$ cat config.mk
export PLATFORM = sky130hd
export DESIGN_NAME = crc32_frame_deframer
export DESIGN_NICKNAME = d
export VERILOG_FILES = /design/src/rtl/core/crc32fd_pkg.sv /design/src/rtl/core/crc32fd_crc_step.sv /design/src/rtl/core/crc32_frame_deframer.sv
export SDC_FILE = /design/constraint.sdc
export NUM_CORES = 1
export LEC_CHECK = 0
export ABC_AREA = 0
export BUFFER_PORTS_ARGS = -buffer_cell sky130_fd_sc_hd__buf_2
export CAP_MARGIN = 25
export CORE_UTILIZATION = 55
export CTS_CLUSTER_SIZE = 30
export DETAILED_ROUTE_END_ITERATION = 6
export GPL_TIMING_DRIVEN = 0
export PLACE_DENSITY = 0.71
export SLEW_MARGIN = 20
export SYNTH_ARGS = -nofsm -noshare
export SYNTH_HDL_FRONTEND = slang
export SYNTH_SLANG_ARGS = --single-unit
$ cat constraint.sdc
create_clock -name i_clk -period 9.8 [get_ports i_clk]
set_input_delay 1.96 -clock i_clk [delete_from_list [all_inputs] [get_ports i_clk]]
set_output_delay 1.96 -clock i_clk [all_outputs]
set_load 0.03 [all_outputs]
$ cat src/rtl/core/crc32fd_pkg.sv
package crc32fd_pkg;

    localparam logic [7:0]  SYNC_BYTE = 8'hAA;
    localparam logic [31:0] CRC_POLY  = 32'h04C1_1DB7;
    localparam logic [31:0] CRC_INIT  = 32'hFFFF_FFFF;

    // Result kind carried on tuser
    typedef enum logic [1:0] {
        KIND_PAYLOAD = 2'd0,
        KIND_CRC_OK  = 2'd1,
        KIND_CRC_BAD = 2'd2
    } t_kind;

endpackage

$ cat src/rtl/core/crc32fd_crc_step.sv
module crc32fd_crc_step
    import crc32fd_pkg::*;
(
    input  logic [31:0] i_crc,
    input  logic [7:0]  i_byte,
    output logic [31:0] o_crc
);

    // Unrolled MSB-first update over one byte
    always_comb begin
        logic [31:0] v_crc;
        v_crc = i_crc ^ {i_byte, 24'h00_0000};
        for (int k = 0; k < 8; k++) begin
            if (v_crc[31]) begin
                v_crc = {v_crc[30:0], 1'b0} ^ CRC_POLY;
            end else begin
                v_crc = {v_crc[30:0], 1'b0};
            end
        end
        o_crc = v_crc;
    end

endmodule

$ cat src/rtl/core/crc32_frame_deframer.sv
// An accepted input beat reaches its result beat through the input register,
// then the result register.
// Throughput: one byte per cycle, sustained, while the result side takes beats.
// Reset: synchronous, active low; returns to sync hunting with the running
// CRC at all ones and drops any byte or result still held.
module crc32_frame_deframer
    import crc32fd_pkg::*;
(
    input  logic        i_clk,
    input  logic        i_rst_n,
    // received byte stream
    input  logic        s_axis_tvalid,
    output logic        s_axis_tready,
    input  logic [7:0]  s_axis_tdata,   // [7:0] rx_byte
    // deframed result stream
    output logic        m_axis_tvalid,
    input  logic        m_axis_tready,
    output logic [23:0] m_axis_tdata,   // [7:0] payload_byte, [23:8] frame_length
    output logic [1:0]  m_axis_tuser    // [1:0] kind
);

    typedef enum logic [2:0] {
        PH_HUNT    = 3'd0,
        PH_LEN_LO  = 3'd1,
        PH_LEN_HI  = 3'd2,
        PH_PAYLOAD = 3'd3,
        PH_CRC     = 3'd4
    } t_phase;

    // Input register
    logic        r_in_valid;
    logic [7:0]  r_in_byte;

    // Frame state
    t_phase      r_phase, n_phase;
    logic [15:0] r_len, n_len;
    logic [15:0] r_cnt, n_cnt;
    logic [31:0] r_crc, n_crc;
    logic [23:0] r_rx_crc, n_rx_crc;

    // Result register
    logic        r_out_valid;
    t_kind       r_out_kind;
    logic [7:0]  r_out_byte;
    logic [15:0] r_out_len;

    logic        n_emit;
    t_kind       n_kind;
    logic [7:0]  n_obyte;

    logic        w_adv;
    logic [31:0] w_crc_in;
    logic [31:0] w_crc_next;
    logic [15:0] w_len_full;
    logic [15:0] w_cnt_inc;

    // The held byte advances when the result register is empty or being drained.
    assign w_adv         = r_in_valid && (!r_out_valid || m_axis_tready);
    assign s_axis_tready = !r_in_valid || w_adv;

    assign m_axis_tvalid = r_out_valid;
    assign m_axis_tdata  = {r_out_len, r_out_byte};
    assign m_axis_tuser  = r_out_kind;

    // A sync byte restarts the CRC from all ones; length and payload bytes run it on.
    assign w_crc_in   = (r_phase == PH_LEN_LO || r_phase == PH_LEN_HI ||
                         r_phase == PH_PAYLOAD) ? r_crc : CRC_INIT;
    assign w_len_full = {r_in_byte, r_len[7:0]};
    assign w_cnt_inc  = r_cnt + 16'd1;

    crc32fd_crc_step u_crc_step (
        .i_crc  (w_crc_in),
        .i_byte (r_in_byte),
        .o_crc  (w_crc_next)
    );

    always_comb begin
        n_phase  = r_phase;
        n_len    = r_len;
        n_cnt    = r_cnt;
        n_crc    = r_crc;
        n_rx_crc = r_rx_crc;
        n_emit   = 1'b0;
        n_kind   = KIND_PAYLOAD;
        n_obyte  = 8'h00;
        case (r_phase)
            PH_LEN_LO: begin
                n_crc   = w_crc_next;
                n_len   = {8'h00, r_in_byte};
                n_phase = PH_LEN_HI;
            end
            PH_LEN_HI: begin
                n_crc    = w_crc_next;
                n_len    = w_len_full;
                n_cnt    = 16'd0;
                n_rx_crc = 24'h00_0000;
                // an empty frame goes straight to its CRC bytes
                n_phase  = (w_len_full == 16'd0) ? PH_CRC : PH_PAYLOAD;
            end
            PH_PAYLOAD: begin
                n_crc   = w_crc_next;
                n_emit  = 1'b1;
                n_obyte = r_in_byte;
                if (w_cnt_inc >= r_len) begin
                    n_cnt    = 16'd0;
                    n_rx_crc = 24'h00_0000;
                    n_phase  = PH_CRC;
                end else begin
                    n_cnt = w_cnt_inc;
                end
            end
            PH_CRC: begin
                if (r_cnt < 16'd3) begin
                    // collect the first three CRC bytes, MSB first
                    n_rx_crc = {r_rx_crc[15:0], r_in_byte};
                    n_cnt    = w_cnt_inc;
                end else begin
                    n_emit   = 1'b1;
                    n_kind   = ({r_rx_crc, r_in_byte} == r_crc) ? KIND_CRC_OK
                                                                 : KIND_CRC_BAD;
                    n_phase  = PH_HUNT;
                    n_cnt    = 16'd0;
                    n_rx_crc = 24'h00_0000;
                    n_crc    = CRC_INIT;
                end
            end
            default: begin
                // hunting: drop everything but the sync byte
                n_phase = PH_HUNT;
                if (r_in_byte == SYNC_BYTE) begin
                    n_crc    = w_crc_next;
                    n_cnt    = 16'd0;
                    n_rx_crc = 24'h00_0000;
                    n_phase  = PH_LEN_LO;
                end
            end
        endcase
    end

    always_ff @(posedge i_clk) begin
        if (!i_rst_n) begin
            r_in_valid  <= 1'b0;
            r_phase     <= PH_HUNT;
            r_len       <= 16'd0;
            r_cnt       <= 16'd0;
            r_crc       <= CRC_INIT;
            r_rx_crc    <= 24'h00_0000;
            r_out_valid <= 1'b0;
        end else begin
            // input register: load on accept, empty once advanced
            if (s_axis_tvalid && s_axis_tready) begin
                r_in_valid <= 1'b1;
            end else if (w_adv) begin
                r_in_valid <= 1'b0;
            end

            if (w_adv) begin
                r_phase  <= n_phase;
                r_len    <= n_len;
                r_cnt    <= n_cnt;
                r_crc    <= n_crc;
                r_rx_crc <= n_rx_crc;
            end

            // result register: fill on a new result, drop once taken
            if (w_adv && n_emit) begin
                r_out_valid <= 1'b1;
            end else if (m_axis_tready) begin
                r_out_valid <= 1'b0;
            end
        end
    end

    // payload registers, no reset
    always_ff @(posedge i_clk) begin
        if (s_axis_tvalid && s_axis_tready) begin
            r_in_byte <= s_axis_tdata;
        end
        if (w_adv && n_emit) begin
            r_out_kind <= n_kind;
            r_out_byte <= n_obyte;
            r_out_len  <= n_len;
        end
    end

endmodule

==> metrics.csv <==
metric;value;unit
status;finished clean;
initial antenna violation count;0;
DRT antenna net count;0;
clock sink total;127;
FILL cells;1134;
core area;13500;um^2
All-Layer GR Usage;33.3;%
Yosys top cell area share;24.1;%
PD cells;167;nW/um^2
Synth Cell Area;7730;um^2
drt drc;0;
Top FF cell, synth;dfxtp_1;
flop-to-flop setup slack;5720;ps
nature of the critical path endpoint;output port;
Post-Synthesis Cells;866;
Mapped Nets;895;
top achievable clock speed;0.218;GHz
sw power;0.000428;W
Crit Path Class;input pin to output port;
CTS tree;built;
area occupied by multi-input gates;4450;um^2
Buf/Inv on CP;2;
synth top area cells;dfxtp_1 24%, edfxtp_1 13%, xnor2_1 8.9%;
Critical R2R Launch;r_cnt[0];
Seq. cell area;2880;um^2
Hold Path Class;flop to flop;
fin crit share;46.8;%
Total Wirelength;23500;um
vias after detailed routing;7031;
Post-layout nets;953;
DP Area;8180;um^2
Max-Cap Viols;0;
CTS resizes;0;
syn_area_per_cell;8.93;um^2
# rows;42;
final setup fails;0;
WL per Instance;21.1;um
Max VDD drop;0.124;mV
Synth top cells by count;93 x dfxtp_1, 79 x xnor2_1, 76 x a21oi_1, 75 x nand2_1, 68 x nor2_1;
gpl congestion;0.961;
worst hold start;r_len[7];
total setup buffers inserted after CTS;0;
post-synthesis register bit count;127;
Seq pwr share;38.7;%
Distinct cells, synth;71;
initial core utilization;57.5;%
width of the die;121;um
ant diodes;0;
CP max stage delay;270;ps
overall power;0.00146;W
nature of the critical path startpoint;input pin;
Buffers on Ports;38;
Worst path depth;4;
switching portion of total power;29.4;%
Reg2Reg Capture Point;r_rx_crc[12];
hold buffers post-CTS;0;
Ys Warns;0;
Synth-to-Final Area Change;13.1;%
cell mode on critical path;buf_2;
CP cell instances;buf_2 -> nor2b_1 -> nand2_1 -> buf_2;
Clock power frac;41.4;%
Final Max Tran Viols;0;
TritonCTS Buffers;17;
leak pwr;3.24;nW
RSZ-0062 raised after global routing;false;
Clock Skews;9.36;ps
worst slack at placement;5220;ps
vias per cell;6.32;
worst path arrival time;2630;ps
hold depth;2;
fin crit period;4590;ps
EDFF count, synth;34;
H-tree Lvls;4;
first-pass GRT wire length;36100;um
Initial DRT Pass Iterations;5;
share of the yosys chip area belonging to registers;37.3;%
I/O pin count;40;
Comb power frac;19.9;%
layout cells sized above 1;12.5;%
worst slew pin tran;938;ps
largest net degree at the start of global routing;27;
WP data required;7840;ps
worst setup margin;5210;ps
Clock Pin Slew Worst Setup and Hold Paths;60;ps
final instance area;8740;um^2
grt total ovfl;0;
worst hold margin;480;ps
Worst Path Max Fanout;5;
Initial DRC Count;1037;
root buffer cell;clkbuf_16;
vias in the first global route;6384;
slowest cell on the critical path;nor2b_1;
Setup TNS Final;0;ps
Max Root-Sink Buffers;2;
Worst slew margin;37.0;%
DIE HEIGHT;121;um
Async SR Flop Fraction;0;%
worst-skew pair later-pin latency;440;ps
hold path endpoint;r_len[7];
DPL Wire Length;17100;um
Synth area leader;dfxtp_1;
crit-path leading delay family;simple AND/OR/NAND/NOR gates;
FF-to-FF path depth;12;
Final Hold Vio Count;0;
most frequent cell after synthesis;dfxtp_1;
total internal power;0.00103;W
die area;14500;um^2
## worst max path at each step
stage                         end     startpoint  slack [ps]
finish              s_axis_tready  m_axis_tready        5210
global route        s_axis_tready  m_axis_tready        5120
CTS                 s_axis_tready  m_axis_tready        5210
detailed placement  s_axis_tready  m_axis_tready        5220
global placement     r_out_len[2]  m_axis_tready        5010
floorplan           s_axis_tready  m_axis_tready        5430
## layer usage
metal / vias to the layer above / routed length (um) / GRT usage, %
met5: - / 0 / 0
met4: 0 / 435 / 10.7
met3: 52 / 2730 / 8.30
met2: 403 / 10200 / 48.1
met1: 3341 / 10100 / 48.5
li1: 3235 / - / -
## tightest hold or removal path: stages (launching register included)
cell and delay [ps]:
dfxtp_1 320, nand2_1 60, a21oi_1 50
## cells in the final DEF, fill, tap and decap left out, types with 13 or more instances in the layout
cell       Yosys  layout
nand2_1       75      75
o211ai_1      19      19
edfxtp_1      34      34
a21oi_1       76      75
xnor3_1       15      15
ha_1          17      17
nand4_1       36      36
o21ai_0       51      51
xor2_1        17      17
xnor2_1       79      79
clkbuf_16      0      17
nor2_1        68      68
clkbuf_1      41      42
nand3_1       13      13
nor3_1        16      16
mux2i_1       15      15
dfxtp_1       93      93
inv_1         26      26
buf_2         15      53
## power groups by stage
stage | clock network [W] | logic, W | registers, W
2_1_floorplan | 0 | 0.000216 | 0.000571
3_3_place_gp | 0 | 0.000274 | 0.000575
3_5_place_dp | 0 | 0.000278 | 0.000575
4_1_cts | 0.000603 | 0.000281 | 0.000564
5_1_grt | 0.000626 | 0.000306 | 0.000566
6_report | 0.000603 | 0.000290 | 0.000565
## state kept, by name (all words and copies together) (netlist names)
signal	count
r_crc	32
r_rx_crc	24
r_cnt	16
r_len	16
r_out_len	16
r_in_byte	8
r_out_byte	8
r_phase	3
m_axis_tuser	2
m_axis_tvalid	1
r_in_valid	1
## cell type report
| type | instances | area share (%) |
|---|---|---|
| Tap cell | 176 | 2.52 |
| Buffer | 68 | 3.56 |
| Multi-Input combinational cell | 644 | 50.9 |
| Inverter | 27 | 1.16 |
| Timing Repair Buffer | 39 | 2.49 |
| Sequential cell | 127 | 33.0 |
| Clock inverter | 13 | 1.35 |
| Clock buffer | 19 | 5.07 |
## cell families (layout without fill, tap and decap cells)
family / after synthesis / count (layout) / share of synthesized area (%)
xor+xnor: 118 / 118 / 17.1
simple gates: 268 / 268 / 16.9
fa+ha+maj: 17 / 17 / 2.75
mux: 18 / 18 / 2.38
flops: 127 / 127 / 37.3
buf+inv: 95 / 166 / 5.34
compound gates: 223 / 223 / 18.3
## metrics by stage
stage	util [%]	instances
after floorplan	-	866
after global placement	60.5	1080
after detailed placement	60.8	1081
after CTS	65.0	1113
after global routing	65.0	1113
final	65.0	1113
Power figures use the tool's default switching activity.
